==> config.mk <==
export PLATFORM = sky130hd
export DESIGN_NAME = point_cloud_bin_parser
export DESIGN_NICKNAME = d
export VERILOG_FILES = /design/src/rtl/pcbp_pkg.sv /design/src/rtl/pcbp_front.sv /design/src/rtl/pcbp_fifo.sv /design/src/rtl/pcbp_back.sv /design/src/rtl/point_cloud_bin_parser.sv
export VERILOG_INCLUDE_DIRS = /design/src /design/src/rtl
export SDC_FILE = /design/constraint.sdc
export NUM_CORES = 1
export LEC_CHECK = 0
export ABC_AREA = 1
export BUFFER_PORTS_ARGS = -buffer_cell sky130_fd_sc_hd__buf_2
export CORE_MARGIN = 1
export CORE_UTILIZATION = 60
export CTS_CLUSTER_SIZE = 25
export DETAILED_ROUTE_END_ITERATION = 12
export PLACE_DENSITY = 0.78
export SYNTH_ARGS = -nofsm -noshare
export SYNTH_HDL_FRONTEND = slang
export SYNTH_SLANG_ARGS = --single-unit
==> constraint.sdc <==
create_clock -name clk -period 26.8 [get_ports clk]
set_input_delay 5.36 -clock clk [delete_from_list [all_inputs] [get_ports clk]]
set_output_delay 5.36 -clock clk [all_outputs]
set_load 0.1 [all_outputs]
==> src/rtl/point_cloud_bin_parser_assert.svh <==
// Assertion macros shared by the front and queue modules of the parser.
`ifndef POINT_CLOUD_BIN_PARSER_ASSERT_SVH
`define POINT_CLOUD_BIN_PARSER_ASSERT_SVH

// A condition that holds at every clock edge outside reset.
`define PCBP_ASSERT_ALWAYS(label, cond) \
  label: assert property (@(posedge clk) disable iff (!rst_n) (cond)) \
    else $error("pcbp assertion failed");

// A consequence that holds in the same cycle as its antecedent.
`define PCBP_ASSERT_IMPLY(label, ante, cons) \
  label: assert property (@(posedge clk) disable iff (!rst_n) (ante) |-> (cons)) \
    else $error("pcbp assertion failed");

// A consequence that holds in the cycle after its antecedent.
`define PCBP_ASSERT_NEXT(label, ante, cons) \
  label: assert property (@(posedge clk) disable iff (!rst_n) (ante) |=> (cons)) \
    else $error("pcbp assertion failed");

`endif

==> src/rtl/pcbp_pkg.sv <==
package pcbp_pkg;

  localparam int CNT_W  = 32;
  localparam int QDEPTH = 4;
  localparam int QPTR_W = $clog2(QDEPTH);
  localparam int QCNT_W = $clog2(QDEPTH + 1);

  typedef enum logic [1:0] {
    KIND_POINT    = 2'd0,
    KIND_DONE     = 2'd1,
    KIND_FMT_ERR  = 2'd2,
    KIND_READ_ERR = 2'd3
  } kind_t;

  typedef enum logic [2:0] {
    PH_VER,
    PH_NGROUPS,
    PH_GROUPLEN,
    PH_PAIRS,
    PH_NPOINTS,
    PH_RECORD,
    PH_DONE
  } phase_t;

  typedef struct packed {
    logic [7:0] data_byte;
    logic       first_byte;
    logic       stream_end;
  } in_item_t;

  typedef struct packed {
    kind_t       kind;
    logic [31:0] x_bits;
    logic [31:0] y_bits;
    logic [31:0] z_bits;
    logic [7:0]  red;
    logic [7:0]  green;
    logic [7:0]  blue;
    logic        all_done;
  } out_item_t;

  // Parsed result waiting between the parser and the output stage.
  typedef struct packed {
    kind_t       kind;
    logic [31:0] x_bits;
    logic [31:0] y_bits;
    logic [31:0] z_bits;
    logic [15:0] color565;
    logic        all_done;
  } evt_t;

endpackage

==> src/rtl/pcbp_front.sv <==
`include "point_cloud_bin_parser_assert.svh"

module pcbp_front (
  input  logic               clk,
  input  logic               rst_n,
  input  logic               in_push,
  input  pcbp_pkg::in_item_t in_data,
  input  logic               cfg_we,
  input  logic [15:0]        cfg_wdata,
  input  logic               q_full,
  output logic               ev_push,
  output pcbp_pkg::evt_t     ev_data
);
  import pcbp_pkg::*;

  localparam logic [3:0] REC_COLOR_HI = 4'd12;
  localparam logic [3:0] REC_COLOR_LO = 4'd13;

  phase_t             phase_r, phase_nxt;
  logic [3:0]         rbi_r, rbi_nxt;
  logic [CNT_W-1:0]   acc_r, acc_nxt;
  logic [CNT_W-1:0]   groups_r, groups_nxt;
  logic [CNT_W-1:0]   pw_r, pw_nxt;
  logic [CNT_W-1:0]   points_r, points_nxt;
  logic [31:0]        crd_r [3];
  logic [31:0]        crd_nxt [3];
  logic [7:0]         colh_r, colh_nxt;
  logic [15:0]        ver_r, ver_nxt;
  logic [15:0]        files_r, files_nxt;
  logic               sticky_r, sticky_nxt;
  logic [15:0]        expf_r;

  logic               accept;
  logic               ev_valid;
  evt_t               ev;
  phase_t             ph_e;
  logic [3:0]         rbi_e;
  logic [CNT_W-1:0]   acc_sh;
  logic [CNT_W-1:0]   cnt_pos;
  logic [CNT_W-1:0]   grp_dec;
  logic [CNT_W-1:0]   pw_dec;
  logic [15:0]        files_sat;
  logic               idle;
  logic [7:0]         b;

  assign accept  = in_push && !q_full;
  assign ev_push = accept && ev_valid;
  assign ev_data = ev;

  always_comb begin
    b         = in_data.data_byte;
    ph_e      = in_data.first_byte ? PH_VER : phase_r;
    rbi_e     = in_data.first_byte ? 4'd0 : rbi_r;
    acc_sh    = {acc_r[CNT_W-8:0], b[6:0]};
    cnt_pos   = (acc_sh != '0 && !acc_sh[CNT_W-1]) ? acc_sh : '0;
    grp_dec   = groups_r - CNT_W'(1);
    pw_dec    = pw_r - CNT_W'(1);
    files_sat = (files_r != 16'hFFFF) ? files_r + 16'd1 : files_r;
    idle      = (phase_r == PH_VER) && (rbi_r == 4'd0);

    phase_nxt  = phase_r;
    rbi_nxt    = rbi_r;
    acc_nxt    = acc_r;
    groups_nxt = groups_r;
    pw_nxt     = pw_r;
    points_nxt = points_r;
    crd_nxt    = crd_r;
    colh_nxt   = colh_r;
    ver_nxt    = ver_r;
    files_nxt  = files_r;
    sticky_nxt = sticky_r;
    ev_valid   = 1'b0;
    ev         = '0;

    if (accept && !sticky_r) begin
      if (in_data.stream_end) begin
        if (in_data.first_byte || (!idle && phase_r != PH_DONE)) begin
          sticky_nxt = 1'b1;
          ev_valid   = 1'b1;
          ev.kind    = KIND_READ_ERR;
        end else if (phase_r == PH_DONE) begin
          files_nxt   = files_sat;
          phase_nxt   = PH_VER;
          rbi_nxt     = 4'd0;
          acc_nxt     = '0;
          ev_valid    = 1'b1;
          ev.kind     = KIND_DONE;
          ev.all_done = (files_sat == expf_r);
        end
      end else begin
        phase_nxt = ph_e;
        rbi_nxt   = rbi_e;
        case (ph_e)
          PH_VER: begin
            case (rbi_e[1:0])
              2'd0: begin
                ver_nxt = {b, 8'h00};
                rbi_nxt = rbi_e + 4'd1;
              end
              2'd1: begin
                ver_nxt = {ver_r[15:8], b};
                rbi_nxt = rbi_e + 4'd1;
              end
              2'd2: begin
                colh_nxt = b;
                rbi_nxt  = rbi_e + 4'd1;
              end
              default: begin
                rbi_nxt = 4'd0;
                if (ver_r != 16'd1 || {colh_r, b} != 16'd0) begin
                  sticky_nxt = 1'b1;
                  ev_valid   = 1'b1;
                  ev.kind    = KIND_FMT_ERR;
                end else begin
                  acc_nxt   = '0;
                  phase_nxt = PH_NGROUPS;
                end
              end
            endcase
          end
          PH_NGROUPS, PH_GROUPLEN, PH_PAIRS, PH_NPOINTS: begin
            if (!b[7]) begin
              acc_nxt = acc_sh;
            end else begin
              acc_nxt = '0;
              case (ph_e)
                PH_NGROUPS: begin
                  groups_nxt = cnt_pos;
                  phase_nxt  = (cnt_pos != '0) ? PH_GROUPLEN : PH_NPOINTS;
                end
                PH_GROUPLEN: begin
                  groups_nxt = grp_dec;
                  pw_nxt     = {cnt_pos[CNT_W-2:0], 1'b0};
                  if (cnt_pos != '0) begin
                    phase_nxt = PH_PAIRS;
                  end else begin
                    phase_nxt = (grp_dec != '0) ? PH_GROUPLEN : PH_NPOINTS;
                  end
                end
                PH_PAIRS: begin
                  pw_nxt = pw_dec;
                  if (pw_dec == '0) begin
                    phase_nxt = (groups_r != '0) ? PH_GROUPLEN : PH_NPOINTS;
                  end
                end
                default: begin
                  points_nxt = cnt_pos;
                  rbi_nxt    = 4'd0;
                  phase_nxt  = (cnt_pos != '0) ? PH_RECORD : PH_DONE;
                end
              endcase
            end
          end
          PH_RECORD: begin
            if (rbi_e < REC_COLOR_HI) begin
              for (int k = 0; k < 3; k++) begin
                if (rbi_e[3:2] == 2'(k)) begin
                  crd_nxt[k] = {crd_r[k][23:0], b};
                end
              end
              rbi_nxt = rbi_e + 4'd1;
            end else if (rbi_e == REC_COLOR_HI) begin
              colh_nxt = b;
              rbi_nxt  = REC_COLOR_LO;
            end else begin
              ev_valid    = 1'b1;
              ev.kind     = KIND_POINT;
              ev.x_bits   = crd_r[0];
              ev.y_bits   = crd_r[1];
              ev.z_bits   = crd_r[2];
              ev.color565 = {colh_r, b};
              rbi_nxt     = 4'd0;
              if (points_r != '0) begin
                points_nxt = points_r - CNT_W'(1);
              end
              if (points_r <= CNT_W'(1)) begin
                phase_nxt = PH_DONE;
              end
            end
          end
          default: begin
          end
        endcase
      end
    end
  end

  always_ff @(posedge clk) begin
    if (!rst_n) begin
      phase_r  <= PH_VER;
      rbi_r    <= 4'd0;
      acc_r    <= '0;
      groups_r <= '0;
      pw_r     <= '0;
      points_r <= '0;
      files_r  <= 16'd0;
      sticky_r <= 1'b0;
      expf_r   <= 16'd1;
    end else begin
      phase_r  <= phase_nxt;
      rbi_r    <= rbi_nxt;
      acc_r    <= acc_nxt;
      groups_r <= groups_nxt;
      pw_r     <= pw_nxt;
      points_r <= points_nxt;
      files_r  <= files_nxt;
      sticky_r <= sticky_nxt;
      if (cfg_we) begin
        expf_r <= cfg_wdata;
      end
    end
  end

  always_ff @(posedge clk) begin
    crd_r  <= crd_nxt;
    colh_r <= colh_nxt;
    ver_r  <= ver_nxt;
  end

  `PCBP_ASSERT_IMPLY(a_sticky_silent, sticky_r, !ev_push)
  `PCBP_ASSERT_IMPLY(a_ver_index, phase_r == PH_VER, rbi_r <= 4'd3)
  `PCBP_ASSERT_IMPLY(a_record_has_points, phase_r == PH_RECORD, points_r != '0)
  `PCBP_ASSERT_NEXT(a_error_sticks, ev_push && ev_data.kind == KIND_READ_ERR, sticky_r)

endmodule

==> src/rtl/pcbp_fifo.sv <==
`include "point_cloud_bin_parser_assert.svh"

module pcbp_fifo (
  input  logic           clk,
  input  logic           rst_n,
  input  logic           push_i,
  input  pcbp_pkg::evt_t wdata_i,
  input  logic           pop_i,
  output pcbp_pkg::evt_t rdata_o,
  output logic           full_o,
  output logic           empty_o
);
  import pcbp_pkg::*;

  evt_t              mem_r [QDEPTH];
  logic [QPTR_W-1:0] wr_ptr_r, wr_ptr_nxt;
  logic [QPTR_W-1:0] rd_ptr_r, rd_ptr_nxt;
  logic [QCNT_W-1:0] cnt_r, cnt_nxt;

  assign full_o  = (cnt_r == QCNT_W'(QDEPTH));
  assign empty_o = (cnt_r == '0);
  assign rdata_o = mem_r[rd_ptr_r];

  always_comb begin
    wr_ptr_nxt = push_i ? wr_ptr_r + QPTR_W'(1) : wr_ptr_r;
    rd_ptr_nxt = pop_i ? rd_ptr_r + QPTR_W'(1) : rd_ptr_r;
    cnt_nxt    = cnt_r + QCNT_W'(push_i) - QCNT_W'(pop_i);
  end

  always_ff @(posedge clk) begin
    if (!rst_n) begin
      wr_ptr_r <= '0;
      rd_ptr_r <= '0;
      cnt_r    <= '0;
    end else begin
      wr_ptr_r <= wr_ptr_nxt;
      rd_ptr_r <= rd_ptr_nxt;
      cnt_r    <= cnt_nxt;
    end
  end

  always_ff @(posedge clk) begin
    if (push_i) begin
      mem_r[wr_ptr_r] <= wdata_i;
    end
  end

  `PCBP_ASSERT_ALWAYS(a_cnt_range, cnt_r <= QCNT_W'(QDEPTH))
  `PCBP_ASSERT_IMPLY(a_no_overflow, push_i, !full_o)
  `PCBP_ASSERT_IMPLY(a_no_underflow, pop_i, !empty_o)

endmodule

==> src/rtl/pcbp_back.sv <==
module pcbp_back (
  input  logic                clk,
  input  logic                rst_n,
  input  pcbp_pkg::evt_t      q_data,
  input  logic                q_empty,
  output logic                q_pop,
  input  logic                out_pop,
  output logic                out_empty,
  output pcbp_pkg::out_item_t out_data
);
  import pcbp_pkg::*;

  logic      valid_r, valid_nxt;
  out_item_t out_r, out_nxt;

  // Exact floor(v * 255 / 31) as 8v plus floor(7v / 31).
  function automatic logic [7:0] expand5(input logic [4:0] v);
    logic [7:0] t;
    logic [7:0] s;
    t = {v, 3'b000} - {3'b000, v};
    s = t + {5'b00000, t[7:5]} + 8'd1;
    return {v, 3'b000} + {5'b00000, s[7:5]};
  endfunction

  // Exact floor(v * 255 / 63) as 4v plus floor(v / 21).
  function automatic logic [7:0] expand6(input logic [5:0] v);
    logic [1:0] q;
    q = 2'(v >= 6'd21) + 2'(v >= 6'd42) + 2'(v >= 6'd63);
    return {v, 2'b00} + {6'b000000, q};
  endfunction

  assign q_pop     = !q_empty && (!valid_r || out_pop);
  assign out_empty = !valid_r;
  assign out_data  = out_r;

  always_comb begin
    valid_nxt = valid_r;
    out_nxt   = out_r;
    if (out_pop && valid_r) begin
      valid_nxt = 1'b0;
    end
    if (q_pop) begin
      valid_nxt        = 1'b1;
      out_nxt.kind     = q_data.kind;
      out_nxt.x_bits   = q_data.x_bits;
      out_nxt.y_bits   = q_data.y_bits;
      out_nxt.z_bits   = q_data.z_bits;
      out_nxt.red      = expand5(q_data.color565[15:11]);
      out_nxt.green    = expand6(q_data.color565[10:5]);
      out_nxt.blue     = expand5(q_data.color565[4:0]);
      out_nxt.all_done = q_data.all_done;
    end
  end

  always_ff @(posedge clk) begin
    if (!rst_n) begin
      valid_r <= 1'b0;
    end else begin
      valid_r <= valid_nxt;
    end
  end

  always_ff @(posedge clk) begin
    out_r <= out_nxt;
  end

endmodule

==> src/rtl/point_cloud_bin_parser.sv <==
// Byte-serial parser for point-cloud bin files. One byte beat is taken every
// clock cycle while in_full is low; the parser state machine handles each byte
// as it is taken, and any point, file-done or error result it produces goes
// into a four-entry queue and then an output register before it shows on
// out_data. in_full rises only when the queue is full because results are
// not being popped. After a format or read error all further bytes are taken
// and dropped until reset.
module point_cloud_bin_parser (
  input  logic                clk,
  input  logic                rst_n,
  input  logic                in_push,
  output logic                in_full,
  input  pcbp_pkg::in_item_t  in_data,
  output logic                out_empty,
  input  logic                out_pop,
  output pcbp_pkg::out_item_t out_data,
  input  logic                cfg_we,
  input  logic [15:0]         cfg_wdata
);
  import pcbp_pkg::*;

  logic ev_push;
  evt_t ev_data;
  evt_t q_data;
  logic q_full;
  logic q_empty;
  logic q_pop;

  assign in_full = q_full;

  pcbp_front u_front (
    .clk       (clk),
    .rst_n     (rst_n),
    .in_push   (in_push),
    .in_data   (in_data),
    .cfg_we    (cfg_we),
    .cfg_wdata (cfg_wdata),
    .q_full    (q_full),
    .ev_push   (ev_push),
    .ev_data   (ev_data)
  );

  pcbp_fifo u_fifo (
    .clk     (clk),
    .rst_n   (rst_n),
    .push_i  (ev_push),
    .wdata_i (ev_data),
    .pop_i   (q_pop),
    .rdata_o (q_data),
    .full_o  (q_full),
    .empty_o (q_empty)
  );

  pcbp_back u_back (
    .clk       (clk),
    .rst_n     (rst_n),
    .q_data    (q_data),
    .q_empty   (q_empty),
    .q_pop     (q_pop),
    .out_pop   (out_pop),
    .out_empty (out_empty),
    .out_data  (out_data)
  );

endmodule

==> metrics.md, run 1 <==
| Metric | Value |
|---|---|
| Status | complete, no violations |
| Area grow syn2layout | 11.3% |
| Final Hold Fails | 0 |
| Flops & latches, synth | 874 |
| Die area | 0.0634 mm² |
| Starting Density | 60.6% |
| Fin crit share | 35.1% |
| Grt total ovfl | 0 |
| Post-Syn Area | 0.0374 mm² |
| ANT nets after route | 0 |
| Worst Skew | 0.0194 ns |
| I/O pin cnt | 156 |
| Least-Margin Pin Slew | 1.21 ns |
| Final slew viol count | 0 |
| Leakage | 15.2 nW |
| Bufs and invs on worst path | 5 |
| Layout cells sized above 1 | 11.0% |
| Crit path launch type | input pin |
| Total wire length | 86.0 mm |
| Num CTS Buffers | 88 |
| Crit-path max FO | 70 |
| CTS tree | done |
| Pwr/cell area | 107 mW/mm² |
| Die Span Y | 252 µm |
| Worst Path Required | 27.05 ns |
| Maximum buffer depth of the clock tree | 3 |
| Pre-CTS WS | 16.79 ns |
| Cts hold-fix bufs | 0 |
| Yosys cell types | 56 |
| Starting DRT DRC Count | 2472 |
| Largest net degree at the start of global routing | 127 |
| Rows | 91 |
| Seq/Total Area, Yosys | 65.6% |
| CP Data Arrival Time | 9.66 ns |
| Post-Syn Area per Cell | 10.5 µm² |
| Vias/cell | 5.77 |
| Tmin final | 9.42 ns |
| First-pass GRT wire length | 134 mm |
| Port bufs | 155 |
| Final Wtd Congestion | 0.936 |
| TNS Setup | 0 ns |
| FMAX | 106 MHz |
| Wirelength per Cell | 18.8 µm |
| Synth warn | 0 |
| Core area | 0.0617 mm² |
| Cell repeated most along the worst path | nor2_4 |
| Router iterations before antenna repair | 6 |
| Clk slew on worst S/H paths | 0.06 ns |
| Worst VDD drop | 88.8 µV |
| Slowest stage delay, CP | 0.84 ns |
| Hold Crit Class | reg -> reg |
| Vias in the first global route | 25000 |
| Crit path kind | in -> reg |
| Die X-Extent | 252 µm |
| Worst skew pair latency | 0.64 ns |
| Global Route Usage Sum | 27.1% |
| H-tree levels | 3 |
| DRC violations left | 0 |
| Fin worst setup slack | 17.38 ns |
| Syn nets | 3629 |
| Post-CTS Setup Repair Bufs | 0 |
| Initial antenna violation count | 8 |
| Slew Limit Headroom | 19.1% |
| Crit end category | flop |
| Via count | 26400 |
| PostCTS Resize Cnt | 0 |
| Slowest library cell on the worst path | buf_4 |
| CP top delay family | buffers and inverters |
| Final net count | 3728 |
| CP cell instances | buf_2 -> nor2_4 -> nand2_2 -> nor2_4 -> inv_2 -> nor2_4 -> inv_2 -> nand2_1 -> a21oi_2 -> nor2_4 -> buf_4 -> buf_4 |
| Unrepaired setup endpoints after global routing | no |
| MaxCap Viol Count | 0 |
| Post-synth top flop | edfxtp_1 |
| Setup violators final | 0 |
| Post-synth EDFFs | 703 |
| Synth async-reset ratio | 0% |
| CTS root buffer | clkbuf_16 |
| Clk sinks | 874 |
| Mapped Cells | 3567 |
| Post-DP HPWL | 51.3 mm |
## worst register-to-register path, cell delays in order, from the launching register on
cell	delay, ns
dfxtp_1	0.59
inv_2	0.11
nor2_4	0.16
nand2_2	0.08
nor2_4	0.62
inv_2	0.54
nor2_4	0.24
inv_2	0.16
nand2_1	0.13
a21oi_2	0.18
nor2_4	0.48
buf_4	0.53
buf_4	0.84
## final timing paths
check / endpoint / cells past startpoint / start / slack (ns)
worst min register to register: u_front.crd_r[14] / 0 / u_front.crd_r[6] / 0.45
worst min-delay path: u_front.crd_r[14] / 0 / u_front.crd_r[6] / 0.45
worst max register to register: u_fifo.mem_r[2][51] / 12 / u_front.phase_r[0] / 21.61
worst max-delay path: u_fifo.mem_r[2][51] / 12 / in_data[1] / 17.38
## cell usage after synthesis (all sizes together) (5+ instances only)
cell type    n  area share (%)
xnor2       19            0.44
clkbuf     115             1.2
a21oi      137             1.9
nor4        12            0.20
o21ai      322             4.3
nand4       29            0.50
nor2       645             6.8
a32oi       11            0.28
a211oi      27            0.72
a31oi       18            0.30
nand2      590             6.0
o21a         5            0.10
dfxtp      171             9.1
o211ai      54             1.1
xor2        47             1.1
o221ai       7            0.16
o22ai      103             1.7
nand3      102             1.4
nand3b       8            0.16
nor3        39            0.58
buf         58            0.87
edfxtp     703              56
or2          7            0.12
ha          29            0.97
inv        276             2.8
a221oi      12            0.43
## state kept, by name, indices dropped and copies added (netlist names), named ones only
name              count
u_back.out_data     123
u_back.valid_r        1
u_fifo.cnt_r          3
u_fifo.mem_r        460
u_fifo.rd_ptr_r       2
u_fifo.wr_ptr_r       2
u_front.acc_r        25
u_front.colh_r        8
u_front.crd_r        96
u_front.expf_r       16
u_front.files_r      16
u_front.groups_r     32
u_front.phase_r       3
u_front.points_r     32
u_front.pw_r         32
u_front.rbi_r         4
u_front.sticky_r      1
u_front.ver_r        16
## power breakdown
part | switching, mW | leakage [nW] | internal, mW | total, mW
Combinational | 1.26 | 6.26 | 0.256 | 1.51
Sequential | 0.0631 | 7.56 | 1.67 | 1.73
Clock | 0.509 | 1.38 | 0.696 | 1.21
## area by class of cell
cell class / count / area, µm²
multi-input combinational: 2242 / 11100
fill: 4550 / 20100
clock inverter: 49 / 474
antenna: 5 / 12.5
tap: 837 / 1050
clock buffer: 113 / 2370
sequential: 874 / 24500
timing repair buffer: 182 / 991
inverter: 278 / 1050
## logic make-up after synthesis
family / after synthesis / share of synthesized area, %
DFF: 874 / 65.6
buffers and inverters: 451 / 4.81
AOI/OAI and AO/OA: 708 / 11.2
adders and majority gates: 31 / 1.08
and+or+nand+nor: 1437 / 15.8
xor gates and xnor gates: 66 / 1.55
## through the flow
step	power, mW	instance area (µm²)	std cells	hold WS, ns	util [%]
final	4.45	41600	4580	0.448	67.4
after global routing	4.61	41600	4576	0.447	67.4
after CTS	4.46	41600	4575	0.447	67.4
after detailed placement	3.27	38800	4413	0.433	62.8
after global placement	3.24	38800	4413	0.431	62.8
after floorplan	2.99	37400	3567	0.427	-
## placed cells by master (no fill, tap or decap), types with 6 or more instances in the layout
cell type    n
buf_4       26
inv_2       20
nand2_1    580
xnor2_1     19
o21ai_1     27
nand3b_1     8
dfxtp_1    169
o22ai_1    103
a32oi_1     10
a221oi_2     9
nand3_1    102
nor4_1      12
a31oi_1     18
inv_1      254
nor2_4      16
clkbuf_1    20
o211ai_1    54
nand2_2     10
nor3_1      34
o221ai_1     7
nor2_1     614
buf_2      155
xor2_1      47
or2_2        6
a21oi_1    135
nor2_2      15
o21ai_0    294
edfxtp_1   703
nand4_1     28
clkinv_1    17
bufinv_16    7
ha_1        29
a211oi_2    13
clkbuf_16   90
a211oi_1    14
clkinv_2    15
## metal layers
layer | global-route usage (%) | vias to the layer above | part of all wire [%]
li1 | - | 12600 | -
met1 | 36.1 | 12600 | 40
met2 | 44.6 | 1063 | 48
met3 | 4.62 | 178 | 8.4
met4 | 10.9 | 6 | 3.3
met5 | 0 | - | 0.049
Note: power is estimated with default switching activity, not from simulation.
==> inputs of run 2 (changes only) <==
Clock period 26.8 ns to 9.87 ns, I/O delays scaled along.
==> run 2 against run 1 <==
Via count is 0.94% higher. Core utilization about the same. Critical path depth down 1. Clock skew grew 0.014 ns. Count of clock-buffer cells in the layout decreased by 1. First-iteration DRC count fell by 1.7%. Die area stayed put. Sequential cell count stayed put. Register-to-register slack got worse by 17 ns. Total power grew to 2.7 times the previous value. Worst setup slack lost 14 ns. Critical path type unchanged.
==> metrics.md, run 2 (same netlist as run 1, synthesis figures left out) <==
| Metric | Value |
|---|---|
| Status | complete, no violations (unchanged) |
| Router iterations before antenna repair | 8 (was 6) |
| Worst Skew | 0.0331 ns (was 0.0194 ns) |
| Crit path kind | in -> reg (unchanged) |
| I/O pin cnt | 156 (unchanged) |
| Worst Path Required | 10.13 ns (was 27.05 ns) |
| Slew Limit Headroom | 19.6% (was 19.1%) |
| Final slew viol count | 0 (unchanged) |
| H-tree levels | 3 (unchanged) |
| Final net count | 3724 (was 3728) |
| Core area | 0.0617 mm² (unchanged) |
| Vias in the first global route | 25300 (was 25000) |
| Crit path launch type | input pin (unchanged) |
| Most frequent cells in the layout | edfxtp_1, nor2_1, nand2_1 (unchanged) |
| Port bufs | 155 (unchanged) |
| Starting DRT DRC Count | 2430 (was 2472) |
| Overall Power | 12.1 mW (was 4.45 mW) |
| Largest net degree at the start of global routing | 127 (unchanged) |
| Slowest stage delay, CP | 0.77 ns (was 0.84 ns) |
| Leakage | 16.0 nW (was 15.2 nW) |
| Grt total ovfl | 0 (unchanged) |
| Total wire length | 87.4 mm (was 86.0 mm) |
| FMAX | 160 MHz |
| Layout cells sized above 1 | 10.9% (was 11.0%) |
| Crit end category | flop (unchanged) |
| Die Span Y | 252 µm (unchanged) |
| Fill cell count | 4541 (was 4550) |
| CTS root buffer | clkbuf_16 (unchanged) |
| Via count | 26700 (was 26400) |
| Fin crit share | 63.3% |
| TNS Setup | 0 ns (unchanged) |
| Final Hold Fails | 0 (unchanged) |
| Slowest library cell on the worst path | buf_4 (unchanged) |
| Num CTS Buffers | 86 (was 88) |
| Cts hold-fix bufs | 0 (unchanged) |
| Initial antenna violation count | 3 (was 8) |
| DRC violations left | 0 (unchanged) |
| Worst skew pair latency | 0.65 ns (was 0.64 ns) |
| Starting Density | 60.6% (unchanged) |
| Post-CTS Setup Repair Bufs | 0 (unchanged) |
| Pwr/cell area | 291 mW/mm² (was 107 mW/mm²) |
| ANT nets after route | 0 (unchanged) |
| CP cell instances | buf_2 -> nor2_4 -> nand2_2 -> nor2_4 -> inv_2 -> nor2_4 -> inv_2 -> nand2_1 -> a21oi_2 -> nor2_4 -> buf_4 (was buf_2 -> nor2_4 -> nand2_2 -> nor2_4 -> inv_2 -> nor2_4 -> inv_2 -> nand2_1 -> a21oi_2 -> nor2_4 -> buf_4 -> buf_4) |
| Setup violators final | 0 (unchanged) |
| MaxCap Viol Count | 0 (unchanged) |
| Area grow syn2layout | 11.2% (was 11.3%) |
| Crit-path max FO | 52 (was 70) |
| Cell repeated most along the worst path | nor2_4 (unchanged) |
| PostCTS Resize Cnt | 0 (unchanged) |
| Rows | 91 (unchanged) |
| Global Route Usage Sum | 27.6% (was 27.1%) |
| Worst VDD drop | 233 µV (was 88.8 µV) |
| Unrepaired setup endpoints after global routing | no (unchanged) |
| First-pass GRT wire length | 136 mm (was 134 mm) |
| Hold Crit Class | reg -> reg (unchanged) |
| Least-Margin Pin Slew | 1.20 ns (was 1.21 ns) |
| Clk slew on worst S/H paths | 0.06 ns (about the same) |
| Top reg by flops | u_fifo.mem_r (unchanged) |
| Die area | 0.0634 mm² (unchanged) |
| Tmin final | 6.25 ns |
| Final Wtd Congestion | 0.925 (was 0.936) |
| Maximum buffer depth of the clock tree | 3 (unchanged) |
| Clk sinks | 874 (unchanged) |
| Vias/cell | 5.84 (was 5.77) |
| CP Data Arrival Time | 6.51 ns (was 9.66 ns) |
| CTS tree | done (unchanged) |
| Post-DP HPWL | 51.6 mm (was 51.3 mm) |
| Die X-Extent | 252 µm (unchanged) |
| Largest register FFs | 460 (unchanged) |
| Commonest non-fill, non-tap cell in the layout | edfxtp_1 (unchanged) |
| Wirelength per Cell | 19.1 µm (was 18.8 µm) |
-- run 2: cell count changes in the layout (fill, tap and decap cells not counted), sizes merged --
| cell | change |
|---|---|
| diode | -4 |
| inv | -4 |
| buf | -2 |
| bufinv | +2 |
| clkinvlp | -2 |
| clkbuf | -1 |
| clkinv | -1 |
-- run 2: worst max-delay path: cells and delay by family --
kind / cells / cell delay, ns
buf+inv: 4 / 1.76
compound gates: 1 / 0.20
simple gates: 6 / 2.48
-- run 2: power by group --
part | switching (mW) | internal, mW
logic | 3.47 | 0.722
clock network | 1.37 | 1.90
registers | 0.148 | 4.51
total | 4.99 | 7.13
-- run 2: worst paths after layout --
path	startpoint	end	slack, ns	cells past startpoint
hold reg to reg	u_front.crd_r[41]	u_front.crd_r[49]	0.43	0
hold / removal	u_front.crd_r[41]	u_front.crd_r[49]	0.43	0
setup / recovery	in_data[1]	u_fifo.mem_r[3][25]	3.62	11
setup reg to reg	u_front.phase_r[0]	u_fifo.mem_r[3][25]	4.40	11
-- run 2: layer usage --
| metal | global-route usage, % | vias up | routed length, µm |
|---|---|---|---|
| met4 | 10.6 | 2 | 3010 |
| met3 | 4.35 | 192 | 7160 |
| met1 | 36.7 | 12700 | 34800 |
| li1 | - | 12600 | - |
| met2 | 45.9 | 1163 | 42400 |
| met5 | 0 | - | 18 |
-- run 2: metrics by stage --
| stage | instances | instance area (µm²) | worst slack (ns) | hold slack (ns) | utilization [%] |
|---|---|---|---|---|---|
| detailed placement | 4411 | 38800 | 3.04 | 0.432 | 62.8 |
| global placement | 4411 | 38800 | 3.06 | 0.432 | 62.8 |
| floorplan | 3567 | 37400 | 0.758 | 0.427 | - |
| global route | 4567 | 41600 | 3.30 | 0.459 | 67.4 |
| CTS | 4567 | 41600 | 3.62 | 0.446 | 67.4 |
| finish | 4568 | 41600 | 3.62 | 0.434 | 67.4 |
-- run 2: cell type report --
type                    count  area (µm²)  area share (%)
diodes                      1        2.50         0.00601
inverters                 278        1050            2.53
multi-input cells        2242       11100            26.8
well taps                 837        1050            2.52
flip-flops and latches    874       24500            59.0
clock inverters            44         514            1.24
repair buffers            180        1000            2.41
clock buffers             112        2310            5.56
